## src/hw/rtl/kmrd_pkg.sv

```systemverilog
`default_nettype none
// ----------------------------------------------------------------------------
// kmrd_pkg - key matrix row debouncer shared definitions
// Field widths, reset constants and the per-row state record.
// ----------------------------------------------------------------------------
package kmrd_pkg;

    localparam int ROW_W  = 3;   // row index width
    localparam int COL_W  = 16;  // column pattern width
    localparam int TIME_W = 16;  // millisecond time stamp width
    localparam int DEB_W  = 8;   // debounce setting width
    localparam int CNT_W  = 8;   // pressed key count width

    localparam logic [DEB_W-1:0] DEBOUNCE_RESET = 8'd5;

    // State kept for one matrix row
    typedef struct packed {
        logic [COL_W-1:0]  pending;  // last sampled pattern
        logic [TIME_W-1:0] stamp;    // time of the last change
        logic              flag;     // change waiting for commit
        logic [COL_W-1:0]  settled;  // committed pattern
    } row_state_t;

endpackage
`default_nettype wire

```

## src/hw/rtl/kmrd_row_update.sv

```systemverilog
`default_nettype none
// ----------------------------------------------------------------------------
// kmrd_row_update - debounce step for one row
// Applies one sample to a row's state, decides the commit and keeps the
// pressed key total in step with the committed pattern.
// ----------------------------------------------------------------------------
module kmrd_row_update (
    input  wire kmrd_pkg::row_state_t         row_cur,
    input  wire logic [kmrd_pkg::COL_W-1:0]   cols,
    input  wire logic [kmrd_pkg::TIME_W-1:0]  now_ms,
    input  wire logic [kmrd_pkg::DEB_W-1:0]   debounce_ms,
    input  wire logic [kmrd_pkg::CNT_W-1:0]   total_cur,
    output kmrd_pkg::row_state_t              row_next,
    output logic                              committed,
    output logic [kmrd_pkg::CNT_W-1:0]        total_next
);

    function automatic logic [kmrd_pkg::CNT_W-1:0] ones(input logic [kmrd_pkg::COL_W-1:0] v);
        logic [kmrd_pkg::CNT_W-1:0] n;
        n = '0;
        for (int i = 0; i < kmrd_pkg::COL_W; i++)
        begin
            n = n + kmrd_pkg::CNT_W'(v[i]);
        end
        return n;
    endfunction

    logic                        changed;
    logic [kmrd_pkg::TIME_W-1:0] stamp_new;
    logic                        flag_new;
    logic [kmrd_pkg::TIME_W-1:0] elapsed;

    always_comb
    begin
        changed   = (row_cur.pending != cols);
        stamp_new = changed ? now_ms : row_cur.stamp;
        flag_new  = changed | row_cur.flag;
        // wraps modulo 2^16 by width
        elapsed   = now_ms - stamp_new;
        committed = flag_new &&
                    (elapsed > {{(kmrd_pkg::TIME_W-kmrd_pkg::DEB_W){1'b0}}, debounce_ms});

        row_next.pending = cols;
        row_next.stamp   = stamp_new;
        row_next.flag    = flag_new & ~committed;
        row_next.settled = committed ? cols : row_cur.settled;

        // total always equals the sum over settled rows (max 128, never saturates)
        if (committed)
        begin
            total_next = total_cur - ones(row_cur.settled) + ones(cols);
        end
        else
        begin
            total_next = total_cur;
        end
    end

endmodule
`default_nettype wire

```

## src/hw/rtl/key_matrix_row_debouncer_core.sv

```systemverilog
`default_nettype none
// ----------------------------------------------------------------------------
// key_matrix_row_debouncer_core - per-row key matrix debouncer
// Takes sampled matrix rows, debounces each row in time and reports the
// committed pattern of the row together with the total of pressed keys.
// ----------------------------------------------------------------------------
// Every input word is one sampled row with its millisecond time. A row whose
// pattern changes is stamped; once the same row is sampled again with more
// than debounce_ms elapsed (modulo 2^16) the pending pattern is committed.
// Each input word yields exactly one output word. Throughput is one word per
// clock when not stalled; each word passes the input register, then the
// result register. The row state update is a single compare, subtract and
// popcount pass between them, so samples of the same row may follow each
// other in consecutive cycles. Rows at or above ROW_COUNT change nothing
// and report a zero pattern; columns at or above COL_COUNT are ignored.
// debounce_ms resets to 5 and must be written only while the block is idle.
// ----------------------------------------------------------------------------
module key_matrix_row_debouncer_core #(
    parameter int ROW_COUNT = 8,   // 1..32
    parameter int COL_COUNT = 16   // 1..32
) (
    input  wire logic        clk,
    input  wire logic        rst_n,
    // configuration: debounce_ms
    input  wire logic        cfg_we,
    input  wire logic [7:0]  cfg_wdata,
    // input words
    input  wire logic        s_axis_tvalid,
    output logic             s_axis_tready,
    // [2:0] row_index, [18:3] column_bits, [34:19] now_ms, [39:35] zero
    input  wire logic [39:0] s_axis_tdata,
    // output words
    output logic             m_axis_tvalid,
    input  wire logic        m_axis_tready,
    // [2:0] out_row, [18:3] settled_bits, [19] committed_now,
    // [27:20] pressed_count, [31:28] zero
    output logic [31:0]      m_axis_tdata
);

    // only rows 0..7 can be addressed by the 3-bit index
    localparam int ROWS      = (ROW_COUNT < 8) ? ROW_COUNT : 8;
    localparam int IDX_W     = (ROWS > 1) ? $clog2(ROWS) : 1;
    localparam int MASK_BITS = (COL_COUNT < kmrd_pkg::COL_W) ? COL_COUNT : kmrd_pkg::COL_W;
    localparam logic [kmrd_pkg::COL_W-1:0] COL_MASK =
        kmrd_pkg::COL_W'((17'(1) << MASK_BITS) - 17'(1));

    // ---- configuration ----
    logic [kmrd_pkg::DEB_W-1:0] debounce_reg;

    always_ff @(posedge clk or negedge rst_n)
    begin
        if (!rst_n)
        begin
            debounce_reg <= kmrd_pkg::DEBOUNCE_RESET;
        end
        else if (cfg_we)
        begin
            debounce_reg <= cfg_wdata;
        end
    end

    // ---- handshake ----
    logic s1_valid_reg;
    logic out_valid_reg;
    logic out_free;
    logic advance;
    logic in_accept;

    assign out_free      = !out_valid_reg || m_axis_tready;
    assign advance       = s1_valid_reg && out_free;
    assign s_axis_tready = !s1_valid_reg || out_free;
    assign in_accept     = s_axis_tvalid && s_axis_tready;

    // ---- input register ----
    logic [kmrd_pkg::ROW_W-1:0]  s1_row_reg;
    logic [kmrd_pkg::COL_W-1:0]  s1_cols_reg;
    logic [kmrd_pkg::TIME_W-1:0] s1_now_reg;

    always_ff @(posedge clk or negedge rst_n)
    begin
        if (!rst_n)
        begin
            s1_valid_reg <= 1'b0;
        end
        else if (s_axis_tready)
        begin
            s1_valid_reg <= s_axis_tvalid;
        end
    end

    always_ff @(posedge clk)
    begin
        if (in_accept)
        begin
            s1_row_reg  <= s_axis_tdata[2:0];
            s1_cols_reg <= s_axis_tdata[18:3] & COL_MASK;
            s1_now_reg  <= s_axis_tdata[34:19];
        end
    end

    // ---- row state ----
    kmrd_pkg::row_state_t       rows_reg [ROWS];
    logic [kmrd_pkg::CNT_W-1:0] total_reg;

    logic                       row_ok;
    logic [IDX_W-1:0]           row_idx;
    kmrd_pkg::row_state_t       row_cur;
    kmrd_pkg::row_state_t       row_next;
    logic                       commit_raw;
    logic [kmrd_pkg::CNT_W-1:0] total_upd;

    assign row_ok  = (32'(s1_row_reg) < ROWS);
    assign row_idx = IDX_W'(s1_row_reg);
    assign row_cur = rows_reg[row_idx];

    kmrd_row_update u_update (
        .row_cur     (row_cur),
        .cols        (s1_cols_reg),
        .now_ms      (s1_now_reg),
        .debounce_ms (debounce_reg),
        .total_cur   (total_reg),
        .row_next    (row_next),
        .committed   (commit_raw),
        .total_next  (total_upd)
    );

    always_ff @(posedge clk or negedge rst_n)
    begin
        if (!rst_n)
        begin
            for (int r = 0; r < ROWS; r++)
            begin
                rows_reg[r] <= '0;
            end
            total_reg <= '0;
        end
        else if (advance && row_ok)
        begin
            rows_reg[row_idx] <= row_next;
            total_reg         <= total_upd;
        end
    end

    // ---- result register ----
    logic [kmrd_pkg::ROW_W-1:0] out_row_reg;
    logic [kmrd_pkg::COL_W-1:0] out_settled_reg;
    logic                       out_commit_reg;
    logic [kmrd_pkg::CNT_W-1:0] out_count_reg;

    always_ff @(posedge clk or negedge rst_n)
    begin
        if (!rst_n)
        begin
            out_valid_reg <= 1'b0;
        end
        else if (out_free)
        begin
            out_valid_reg <= s1_valid_reg;
        end
    end

    always_ff @(posedge clk)
    begin
        if (advance)
        begin
            out_row_reg     <= s1_row_reg;
            out_settled_reg <= row_ok ? row_next.settled : '0;
            out_commit_reg  <= row_ok && commit_raw;
            out_count_reg   <= row_ok ? total_upd : total_reg;
        end
    end

    assign m_axis_tvalid = out_valid_reg;
    assign m_axis_tdata  = {4'b0, out_count_reg, out_commit_reg, out_settled_reg, out_row_reg};

endmodule
`default_nettype wire

```

## config.mk

```make
export PLATFORM = sky130hd
export DESIGN_NAME = key_matrix_row_debouncer_core
export DESIGN_NICKNAME = d
export VERILOG_FILES = /design/src/hw/rtl/kmrd_pkg.sv /design/src/hw/rtl/kmrd_row_update.sv /design/src/hw/rtl/key_matrix_row_debouncer_core.sv
export SDC_FILE = /design/constraint.sdc
export NUM_CORES = 1
export LEC_CHECK = 0
export ABC_AREA = 1
export BUFFER_PORTS_ARGS = -buffer_cell sky130_fd_sc_hd__buf_4
export CAP_MARGIN = 20
export CORE_MARGIN = 8
export CORE_UTILIZATION = 50
export DETAILED_ROUTE_END_ITERATION = 7
export PLACE_DENSITY = 0.69
export SKIP_LAST_GASP = 1
export SLEW_MARGIN = 20
export SYNTH_ARGS = -nofsm -noshare
export SYNTH_HDL_FRONTEND = slang
export SYNTH_SLANG_ARGS = --single-unit
```

## constraint.sdc

```tcl
create_clock -name clk -period 6.7 [get_ports clk]
set_input_delay 0.67 -clock clk [delete_from_list [all_inputs] [get_ports clk]]
set_output_delay 0.67 -clock clk [all_outputs]
set_load 0.05 [all_outputs]
```

Word-level counts from Yosys, hierarchy flattened
Cells that the tools add are included.
{"block": "word_totals", "reg_bits": 473, "input_bits": 53}
{"block": "op_classes", "addsub": 33, "order_cmp": 3, "eq_ne": 1, "n_mux": 9, "bitwise": 4, "reduce_logical": 8}
{"operator": "$bwmux W392", "count": 1}
{"operator": "$add A8 B1 Y8", "count": 28}
{"operator": "$bmux W49 S3", "count": 1}
{"operator": "$demux W49 S3", "count": 1}
{"operator": "$mux W49", "count": 3}
{"operator": "$mux W16", "count": 2}
{"operator": "$gt A16 B8 Y1", "count": 1}
{"operator": "$ne A16 B16 Y1", "count": 1}
{"operator": "$sub A16 B16 Y16", "count": 1}
{"operator": "$add A8 B8 Y8", "count": 1}
{"operator": "$mux W8", "count": 1}
{"operator": "$sub A8 B8 Y8", "count": 1}
{"operator": "$add A1 B1 Y2", "count": 2}
{"operator": "$ge A4 B4 Y1 const B", "count": 1}
{"operator": "$logic_and A1 B1 Y1", "count": 4}
{"operator": "$lt A4 B1 Y1 const B", "count": 1}
{"operator": "$not A3 Y4", "count": 1}
{"operator": "$logic_not A1 Y1", "count": 2}
{"operator": "$logic_or A1 B1 Y1", "count": 2}
{"operator": "$and A1 B1 Y1", "count": 1}
{"operator": "$not A1 Y1", "count": 1}
{"operator": "$or A1 B1 Y1", "count": 1}

Depth between registers and ports, before layout
Gate-level depths: netlist (run 1).
{"block": "depth", "ltp_word": 22, "depth_mapped": 42, "depth_no_buf": 37}

Cells and area by module
From an unflattened synthesis (run 1), not the netlist that was laid out.
{"block": "hier_totals", "hier_cells": 3299, "hier_area_um2": 24735.0}
{"module": "key_matrix_row_debouncer_core", "n_inst": 1, "cells_each": 2723, "area_each_um2": 21320.4}
{"module": "kmrd_row_update", "n_inst": 1, "cells_each": 576, "area_each_um2": 3414.5}

Worst setup path after synthesis (run 1)
Ideal clock, no wire load.
{"block": "synth_timing", "path_type": "register -> register", "start": "register s1_row_reg, in the netlist row_idx[1]", "end": "register out_count_reg[7] (netlist bit), data pin", "setup_ps": 255, "arrival_time_ps": 6700, "required_ps": 6445, "slack_ps": -255, "stages_incl_launch_ff": 31, "n_path_buf": 3, "synth_period_minus_slack_ps": 6955, "path_cell_list": "edfxtp_1 nor2_4 buf_2 inv_1 nor2_1 clkbuf_1 clkbuf_1 a221oi_1 nand4_1 ha_1 inv_1 fa_1 fa_1 inv_1 fa_1 inv_1 fa_1 fa_1 inv_1 fa_1 inv_1 ha_1 inv_1 fa_1 o21ai_0 a21oi_1 nor2_1 nor2_1 xnor2_1 nand3_1 and2_1"}
{"block": "synth_via", "elab_chain_len": 22, "word_cells_on_any_way": 28, "cone_classes": "add/sub: 18; order compare: 1; eq/ne: 1; mux: 5; bitwise: 2; reduce/logical: 1"}
{"item": "start: declaration", "line": "key_matrix_row_debouncer_core.sv:75", "text": "logic [kmrd_pkg::ROW_W-1:0] s1_row_reg;"}
{"item": "start signal: assignment", "line": "key_matrix_row_debouncer_core.sv:95", "text": "s1_row_reg <= s_axis_tdata[2:0];"}
{"item": "$not A3 Y4 (not written as such) *", "line": "key_matrix_row_debouncer_core.sv:114", "text": "assign row_cur = rows_reg[row_idx];"}
{"item": "$bmux W49 S3 *", "line": "key_matrix_row_debouncer_core.sv:114"}
{"item": "$mux W49 (not written as such) * (2 in a row)", "line": "key_matrix_row_debouncer_core.sv:114"}
{"item": "$add A1 B1 Y2", "line": "kmrd_row_update.sv:23", "text": "n = n + kmrd_pkg::CNT_W'(v[i]);"}
{"item": "$add A8 B1 Y8 (14 in a row)", "line": "kmrd_row_update.sv:23"}
{"item": "$sub A8 B8 Y8", "line": "kmrd_row_update.sv:51", "text": "total_next = total_cur - ones(row_cur.settled) + ones(cols);"}
{"item": "$add A8 B8 Y8", "line": "kmrd_row_update.sv:51"}
{"item": "$mux W8 *", "line": "kmrd_row_update.sv:49", "text": "if (committed)"}
{"item": "named net total_upd (one bit)", "line": "key_matrix_row_debouncer_core.sv:110", "text": "logic [kmrd_pkg::CNT_W-1:0] total_upd;"}
{"item": "end signal: assignment", "line": "key_matrix_row_debouncer_core.sv:169", "text": "out_count_reg <= row_ok ? total_upd : total_reg;"}
{"item": "end: declaration", "line": "key_matrix_row_debouncer_core.sv:148", "text": "logic [kmrd_pkg::CNT_W-1:0] out_count_reg;"}
The timed path passes the listed nets; every way through them passes the cells marked *. The select of a mux whose other input is x is not followed.
A chain may end at the register's enable or synchronous reset.

Final worst setup path (run 1)
{"block": "layout_timing", "start": "register s1_row_reg, in the netlist row_idx[0]", "end": "register out_count_reg[7] (netlist bit), data pin"}
The elaborated chain is that of the path after synthesis.

==> results of run 1 <==
[worst min-delay path by stage]
| stage | endpoint | depth (start not counted) | startpoint |
|---|---|---|---|
| 3_3_place_gp | rows_reg[190] | 2 | rows_reg[190] |
| 6_report | rows_reg[330] | 1 | rst_n |
| 5_1_grt | s1_now_reg[15] | 1 | s_axis_tdata[34] |
| 3_5_place_dp | rows_reg[302] | 2 | rows_reg[302] |
| 4_1_cts | rows_reg[185] | 1 | rst_n |
| 2_1_floorplan | debounce_reg[1] | 0 | rst_n |
[critical path: cells and delay by family (launching register included)]
family                   cells  cell delay, ns
adder cells (fa/ha/maj)      8            3.38
buffers and inverters        9            0.80
AND/OR/NAND/NOR              6            0.78
AO/OA/AOI/OAI                4            0.68
flip-flops                   1            0.43
XOR/XNOR                     1            0.16
[metrics by stage]
step	std cells	total power (W)	hold WS, ns	utilization [%]	area, um2
2_1_floorplan	2725	0.00871	0.374	-	23300
3_3_place_gp	3331	0.00983	0.459	53.2	24600
3_5_place_dp	3331	0.0101	0.465	53.2	24600
4_1_cts	3423	0.0130	0.208	56.9	26300
5_1_grt	3431	0.0141	0.223	57.2	26500
6_report	3432	0.0130	0.137	57.2	26500
[cells in the final DEF (no fill, tap or decap), drive strengths merged, types with 32 or more instances in the layout]
cell    instances
nand2         885
dfrtp         408
o21ai         296
inv           282
nand3         237
buf           154
nor2           78
clkbuf         78
edfxtp         63
nand4          42
ha             40
a22o           33
a21oi          32
a221oi         32
[metal layers]
metal / part of all wire (%) / global-route usage (%)
met1: 41 / 33.5
met2: 47 / 39.3
met3: 9.0 / 3.96
met4: 3.7 / 10.6
met5: 0 / 0
[area by class of cell]
type | instances | area [um2] | share of cell area (%)
flip-flops and latches | 473 | 12200 | 45.9
multi-input cells | 1815 | 9510 | 35.9
clock buffers | 76 | 1520 | 5.76
repair buffers | 156 | 1280 | 4.83
inverters | 287 | 1080 | 4.10
well taps | 607 | 759 | 2.87
clock inverters | 16 | 158 | 0.595
repair inverters | 1 | 7.51 | 0.0284
diodes | 1 | 2.50 | 0.00945
[cells by family (layout without fill, tap and decap cells)]
group                      after synthesis  in the layout  share of synthesized area, %
muxes                                    7              7                         0.307
xor gates and xnor gates                15             15                         0.565
and+or+nand+nor                       1278           1278                          23.6
other                                    1              5                        0.0161
DFF                                    473            473                          52.3
adders and majority gates               69             69                          4.65
buffers and inverters                  437            536                          7.47
AOI/OAI and AO/OA                      442            442                          11.1
[where the power goes]
part           total (W)  switching, W  internal, W
Clock            0.00283       0.00118      0.00165
Combinational    0.00556       0.00321      0.00236
Sequential       0.00459      0.000495      0.00410
[repair_timing]
action | CTS | global route
setup endpoints to repair | 1 | 114
pin swaps | 1 | 6
buffers inserted | 0 | 6
gates cloned | 0 | 2
gates resized for setup | 2 | 25
==> summary.md, run 1 <==
| Metric | Value |
|---|---|
| Status | finished with violations |
| Violated checks | DRC |
| Crit path DAT | 6.84 ns |
| Fin Setup TNS | 0 ns |
| DIE WIDTH | 232 um |
| Max IR drop VDD | between 0.8 and 0.9 mV |
| H-tree Lvls | 2 |
| Least-Margin Pin Slew | 1.00 ns |
| Yosys reg bits | between 400 and 500 |
| # DRC | 3 |
| Pwr Density | 491 nW/um2 |
| Area Overhead vs Synth | 13.9% |
| Initial core utilization | between 50% and 60% |
| Critical Path Sink | out_count_reg[7] |
| Detailed placement HPWL | approximately 41 mm |
| Critical path capture point type | register |
| 1st-pass router iterations | 8 |
| Fillers | 4038 |
| Largest register FFs | between 300 and 400 |
| Share of layout cells above drive strength 1 | between 10% and 20% |
| Crit share post-route | between 90% and 100% |
| Worst path max stage delay | approximately 0.54 ns |
| Worst setup margin | approximately 0.22 ns |
| Top cells by area, synth | dfrtp_1 (44%), nand2_1 (14%), edfxtp_1 (8.1%) |
| Max Cap Viol | 0 |
| Slowest cell on the critical path | fa_1 |
| RSZ-0062 raised after global routing | true |
| Area of the die | 53600 um2 |
| Area leader, netlist | dfrtp_1 |
| Main synth FF type | dfrtp_1 |
| Worst clock skew | ~0.022 ns |
| Vias in the first global route | approximately 19000 |
| Antenna Violating Nets Remaining | 0 |
| Synth Cell Area | approximately 23000 um2 |
| Peak Freq | around 150 MHz |
| Yosys warns | 0 |
| Leakage | ~13 nW |
| DR WL/cell | ~20 um |
| Final #Nets | 2907 |
| Post-synth ARST share | 86.7% |
| Max_slew headroom | 33.3% |
| Final setup viols | 0 |
| Slew Limit Fails | 0 |
| Crit path kind | register to register |
| Hold_buf cts | 0 |
| CTS tree | built |
| Gate Count Post-Synth | 2722 |
| I/O pin cnt | between 80 and 90 |
| Grt total ovfl | 0 |
| Max Root-Sink Buffers | 3 |
| Largest net degree at the start of global routing | 126 |
| Vert. Die Dim | around 230 um |
| GP Congestion | 0.876 |
| Post-synthesis sequential area ratio | around 52% |
| Cts bufs inserted | 51 |
| Root buf cell | clkbuf_16 |
| Initial antenna violation count | 2 |
| Library cells used by synthesis | 47 |
| Most frequent cell after synthesis | nand2_1 |
| Synth top area share | 43.9% |
| Number of synthesized flops with an enable pin | 63 |
| Crit. Startpoint | row_idx[0] |
| Via count | between 15000 and 20000 |
| Worst r2r src | row_idx[0] |
| Worst min-delay path class | input port to asynchronous set/reset pin |
| Clk_lat worst skew | 0.60 ns |
| Worst reg2reg setup slack | between 0.2 and 0.25 ns |
| Clk slew on worst S/H paths | roughly 0.06 ns |
| Routed wire length | 67.2 mm |
| Worst Path Required | between 7 and 8 ns |
| Final hold viol count | 0 |
| Final min period | approximately 6.5 ns |
| Row Count | 79 |
| Setup crit start kind | register |
| Crit-path max FO | 10 |
| Gr usage total | between 20% and 30% |
| Worst r2r path cells | 28 |
| 1st-iter DRT viols | 2154 |
| PortBufs | 77 |
| Commonest cells post-synth | nand2_1 (872), dfrtp_1 (408), o21ai_0 (278) |
| Post-place setup slack | -0.0432 ns |
| Via density | between 5 and 6 |
| Global-route wire length before repair | approximately 110 mm |
| Avg Cell Area, Syn | about 8.5 um2 |
| Core Box Area | roughly 46000 um2 |
| R2r endpoint | out_count_reg[7] |
| Sink Count | around 470 |
Power figures use the tool's default switching activity.
==> inputs of run 2 (changes only) <==
--- a/config.mk
+++ b/config.mk
@@ -8,10 +8,12 @@
 export ABC_AREA = 1
 export BUFFER_PORTS_ARGS = -buffer_cell sky130_fd_sc_hd__buf_4
 export CAP_MARGIN = 20
+export CELL_PAD_IN_SITES_DETAIL_PLACEMENT = 2
+export CELL_PAD_IN_SITES_GLOBAL_PLACEMENT = 2
 export CORE_MARGIN = 8
-export CORE_UTILIZATION = 50
+export CORE_UTILIZATION = 35
 export DETAILED_ROUTE_END_ITERATION = 7
-export PLACE_DENSITY = 0.69
+export PLACE_DENSITY_LB_ADDON = 0.1
 export SKIP_LAST_GASP = 1
 export SLEW_MARGIN = 20
 export SYNTH_ARGS = -nofsm -noshare
==> run 2 against run 1 <==
Sequential share of layout area down 1.4 points; via count up 3.3%; register-to-register slack worse by 0.25 ns; final cell count up 8.9%; clock power up 11%; largest power group unchanged; non-clock buffer count up 35; combinational power is 21% higher; critical endpoint unchanged; the flow finishes with violations (setup timing); highest routed layer is now met5; clock skew rose by 0.0048 ns.
==> summary.md, run 2 (synthesized netlist as in run 1, its figures left out) <==
| Metric | Value |
|---|---|
| Final core occ | 41.6% (was 57.2%) |
| Clk_lat worst skew | 0.63 ns (was 0.60 ns) |
| Routed wire length | 86.7 mm (was 67.2 mm) |
| Crit-path max FO | 6 (was 10) |
| Slew Limit Fails | 0 (unchanged) |
| Worst setup margin | -0.0310 ns (was 0.222 ns) |
| Max Cap Viol | 0 (unchanged) |
| Crit. Startpoint | row_idx[1] (was row_idx[0]) |
| Core Box Area | 65700 um2 (was 46300 um2) |
| Setup crit start kind | register (unchanged) |
| Critical path capture point type | register (unchanged) |
| Worst Path Required | 7.07 ns (was 7.06 ns) |
| Sequential cell area | 12200 um2 (unchanged) |
| Area Overhead vs Synth | 17.6% (was 13.9%) |
| GP Congestion | 0.798 (was 0.876) |
| Status | finished with violations (unchanged) |
| DIE WIDTH | 274 um (was 232 um) |
| Sink Count | 473 (unchanged) |
| Pwr Density | 529 nW/um2 (was 491 nW/um2) |
| Slowest cell on the critical path | fa_2 (was fa_1) |
| Peak Freq | 149 MHz (was 154 MHz) |
| Vert. Die Dim | 274 um (was 232 um) |
| Row Count | 94 (was 79) |
| Violated checks | setup timing (was DRC) |
| Antenna Violating Nets Remaining | 0 (unchanged) |
| Max_slew headroom | 29.5% (was 33.3%) |
| Crit path top cell by count | inv_2 |
| Commonest non-fill, non-tap cell in the layout | nand2_1 (unchanged) |
| Detailed placement HPWL | 54.8 mm (was 41.4 mm) |
| Via count | 20100 (was 19400) |
| Global-route wire length before repair | 135 mm (was 105 mm) |
| Clk slew on worst S/H paths | 0.06 ns (about the same) |
| I/O pin cnt | 87 (unchanged) |
| Final min period | 6.73 ns (was 6.48 ns) |
| Initial antenna violation count | 1 (was 2) |
| Worst hold margin | 0.0453 ns (was 0.137 ns) |
| Max IR drop VDD | 0.733 mV (was 0.881 mV) |
| Share of layout cells above drive strength 1 | 13.3% (was 11.4%) |
| Worst r2r src | row_idx[1] (was row_idx[0]) |
| Buf/Inv on CP | 10 (was 9) |
| DR WL/cell | 23.2 um (was 19.6 um) |
| Multi-input gate area | 9550 um2 (was 9510 um2) |
| Fillers | 7288 (was 4038) |
| Via density | 5.37 (was 5.66) |
| Largest net degree at the start of global routing | 173 (was 126) |
| Post-place setup slack | -0.293 ns (was -0.0432 ns) |
| Gr usage total | 23.1% (was 24.7%) |
| Final Cell Area | 27300 um2 (was 26500 um2) |
| Root buf cell | clkbuf_16 (unchanged) |
| Final #Nets | 2947 (was 2907) |
| 1st-iter DRT viols | 1071 (was 2154) |
| Leakage | 13.3 nW (was 13.0 nW) |
| Crit share post-route | 100% (was 96.7%) |
| CTS tree | built (unchanged) |
| PortBufs | 77 (unchanged) |
| # DRC | 0 (was 3) |
| Least-Margin Pin Slew | 1.05 ns (was 1.00 ns) |
| Worst min-delay path class | input port to asynchronous set/reset pin (unchanged) |
| Commonest cells after routing, fill and taps aside | nand2_1 (866), dfrtp_1 (408), o21ai_0 (277), inv_1 (253), nand3_1 (222) (was nand2_1 (865), dfrtp_1 (408), o21ai_0 (277), inv_1 (262), nand3_1 (221)) |
| H-tree Lvls | 2 (unchanged) |
| Largest register FFs | 392 (unchanged) |
| Placed cell area | 25200 um2 (was 24600 um2) |
| RSZ-0062 raised after global routing | true (unchanged) |
| Crit path kind | register to register (unchanged) |
| N_diodes | 0 (was 1) |
| Crit path DAT | 7.10 ns (was 6.84 ns) |
| Worst path max stage delay | 0.66 ns (was 0.54 ns) |
| Fin Setup TNS | -0.0310 ns (was 0 ns) |
| Area of the die | 74900 um2 (was 53600 um2) |
| Grt total ovfl | 0 (unchanged) |
| Vias in the first global route | 22400 (was 19100) |
| Initial core utilization | 35.3% (was 50.2%) |
| 1st-pass router iterations | 5 (was 8) |
| Final setup viols | 1 (was 0) |
| Cts bufs inserted | 57 (was 51) |
| Worst clock skew | 0.0271 ns (was 0.0223 ns) |
| Max Root-Sink Buffers | 3 (unchanged) |
| Final hold viol count | 0 (unchanged) |
| Top delay family on crit path | adder cells (unchanged) |
[run 2: cell count changes in the layout (fill, tap and decap cells not counted), sizes merged]
cell,change
bufinv,+1
buf,+36
clkbuf,+5
diode,-1
clkinv,+10
clkinvlp,-3
[run 2: worst reg2reg max path, delay by kind of cell (launching register included)]
| kind | cells | cell delay [ns] |
|---|---|---|
| adders and majority gates | 8 | 3.57 |
| and+or+nand+nor | 7 | 0.84 |
| buffers and inverters | 10 | 0.77 |
| AOI/OAI and AO/OA | 4 | 0.60 |
| DFF | 1 | 0.53 |
| xor gates and xnor gates | 1 | 0.17 |
[run 2: layout make-up]
class | instances | share of cell area, %
tap | 864 | 3.95
clock inverter | 25 | 0.774
inverter | 287 | 3.98
timing repair buffer | 191 | 5.89
clock buffer | 82 | 6.01
multi-input combinational | 1815 | 34.9
sequential | 473 | 44.5
[run 2: per-stage QoR]
step	std cells	total power, W
after floorplan	2725	0.00871
after detailed placement	3610	0.0107
final	3737	0.0145
after global routing	3737	0.0156
after CTS	3730	0.0141
after global placement	3610	0.0102
[run 2: metal layers]
| metal | up-vias | routed length [um] | share of wire [%] | GRT usage (%) |
|---|---|---|---|---|
| li1 | 9051 | - | - | - |
| met2 | 371 | 41500 | 48 | 38.4 |
| met1 | 10500 | 39000 | 45 | 30.6 |
| met3 | 164 | 3140 | 3.6 | 2.84 |
| met4 | 2 | 3110 | 3.6 | 9.12 |
| met5 | - | 13 | 0.015 | 0 |
[run 2: what timing repair did]
item | in CTS | in global routing
gates resized for setup | 17 | 29
hold buffers | 0 | 0
gates cloned | 0 | 0
pin swaps | 14 | 19
setup buffers | 13 | 7
endpoints found under the setup margin | 6 | 160
[run 2: power by group]
group / switching [W] / internal [W]
Clock: 0.00131 / 0.00181
Sequential: 0.000515 / 0.00410
Combinational: 0.00381 / 0.00291
[run 2: final timing paths]
check | depth (start not counted) | endpoint | slack [ns]
min in group clk | 1 | s1_now_reg[9] | 0.21
max | 30 | out_count_reg[7] | -0.03
min reg2reg | 2 | rows_reg[384] | 0.49
min | 1 | total_reg[5] | 0.05
max in group asynchronous | 2 | rows_reg[166] | 5.20
max reg2reg | 30 | out_count_reg[7] | -0.03
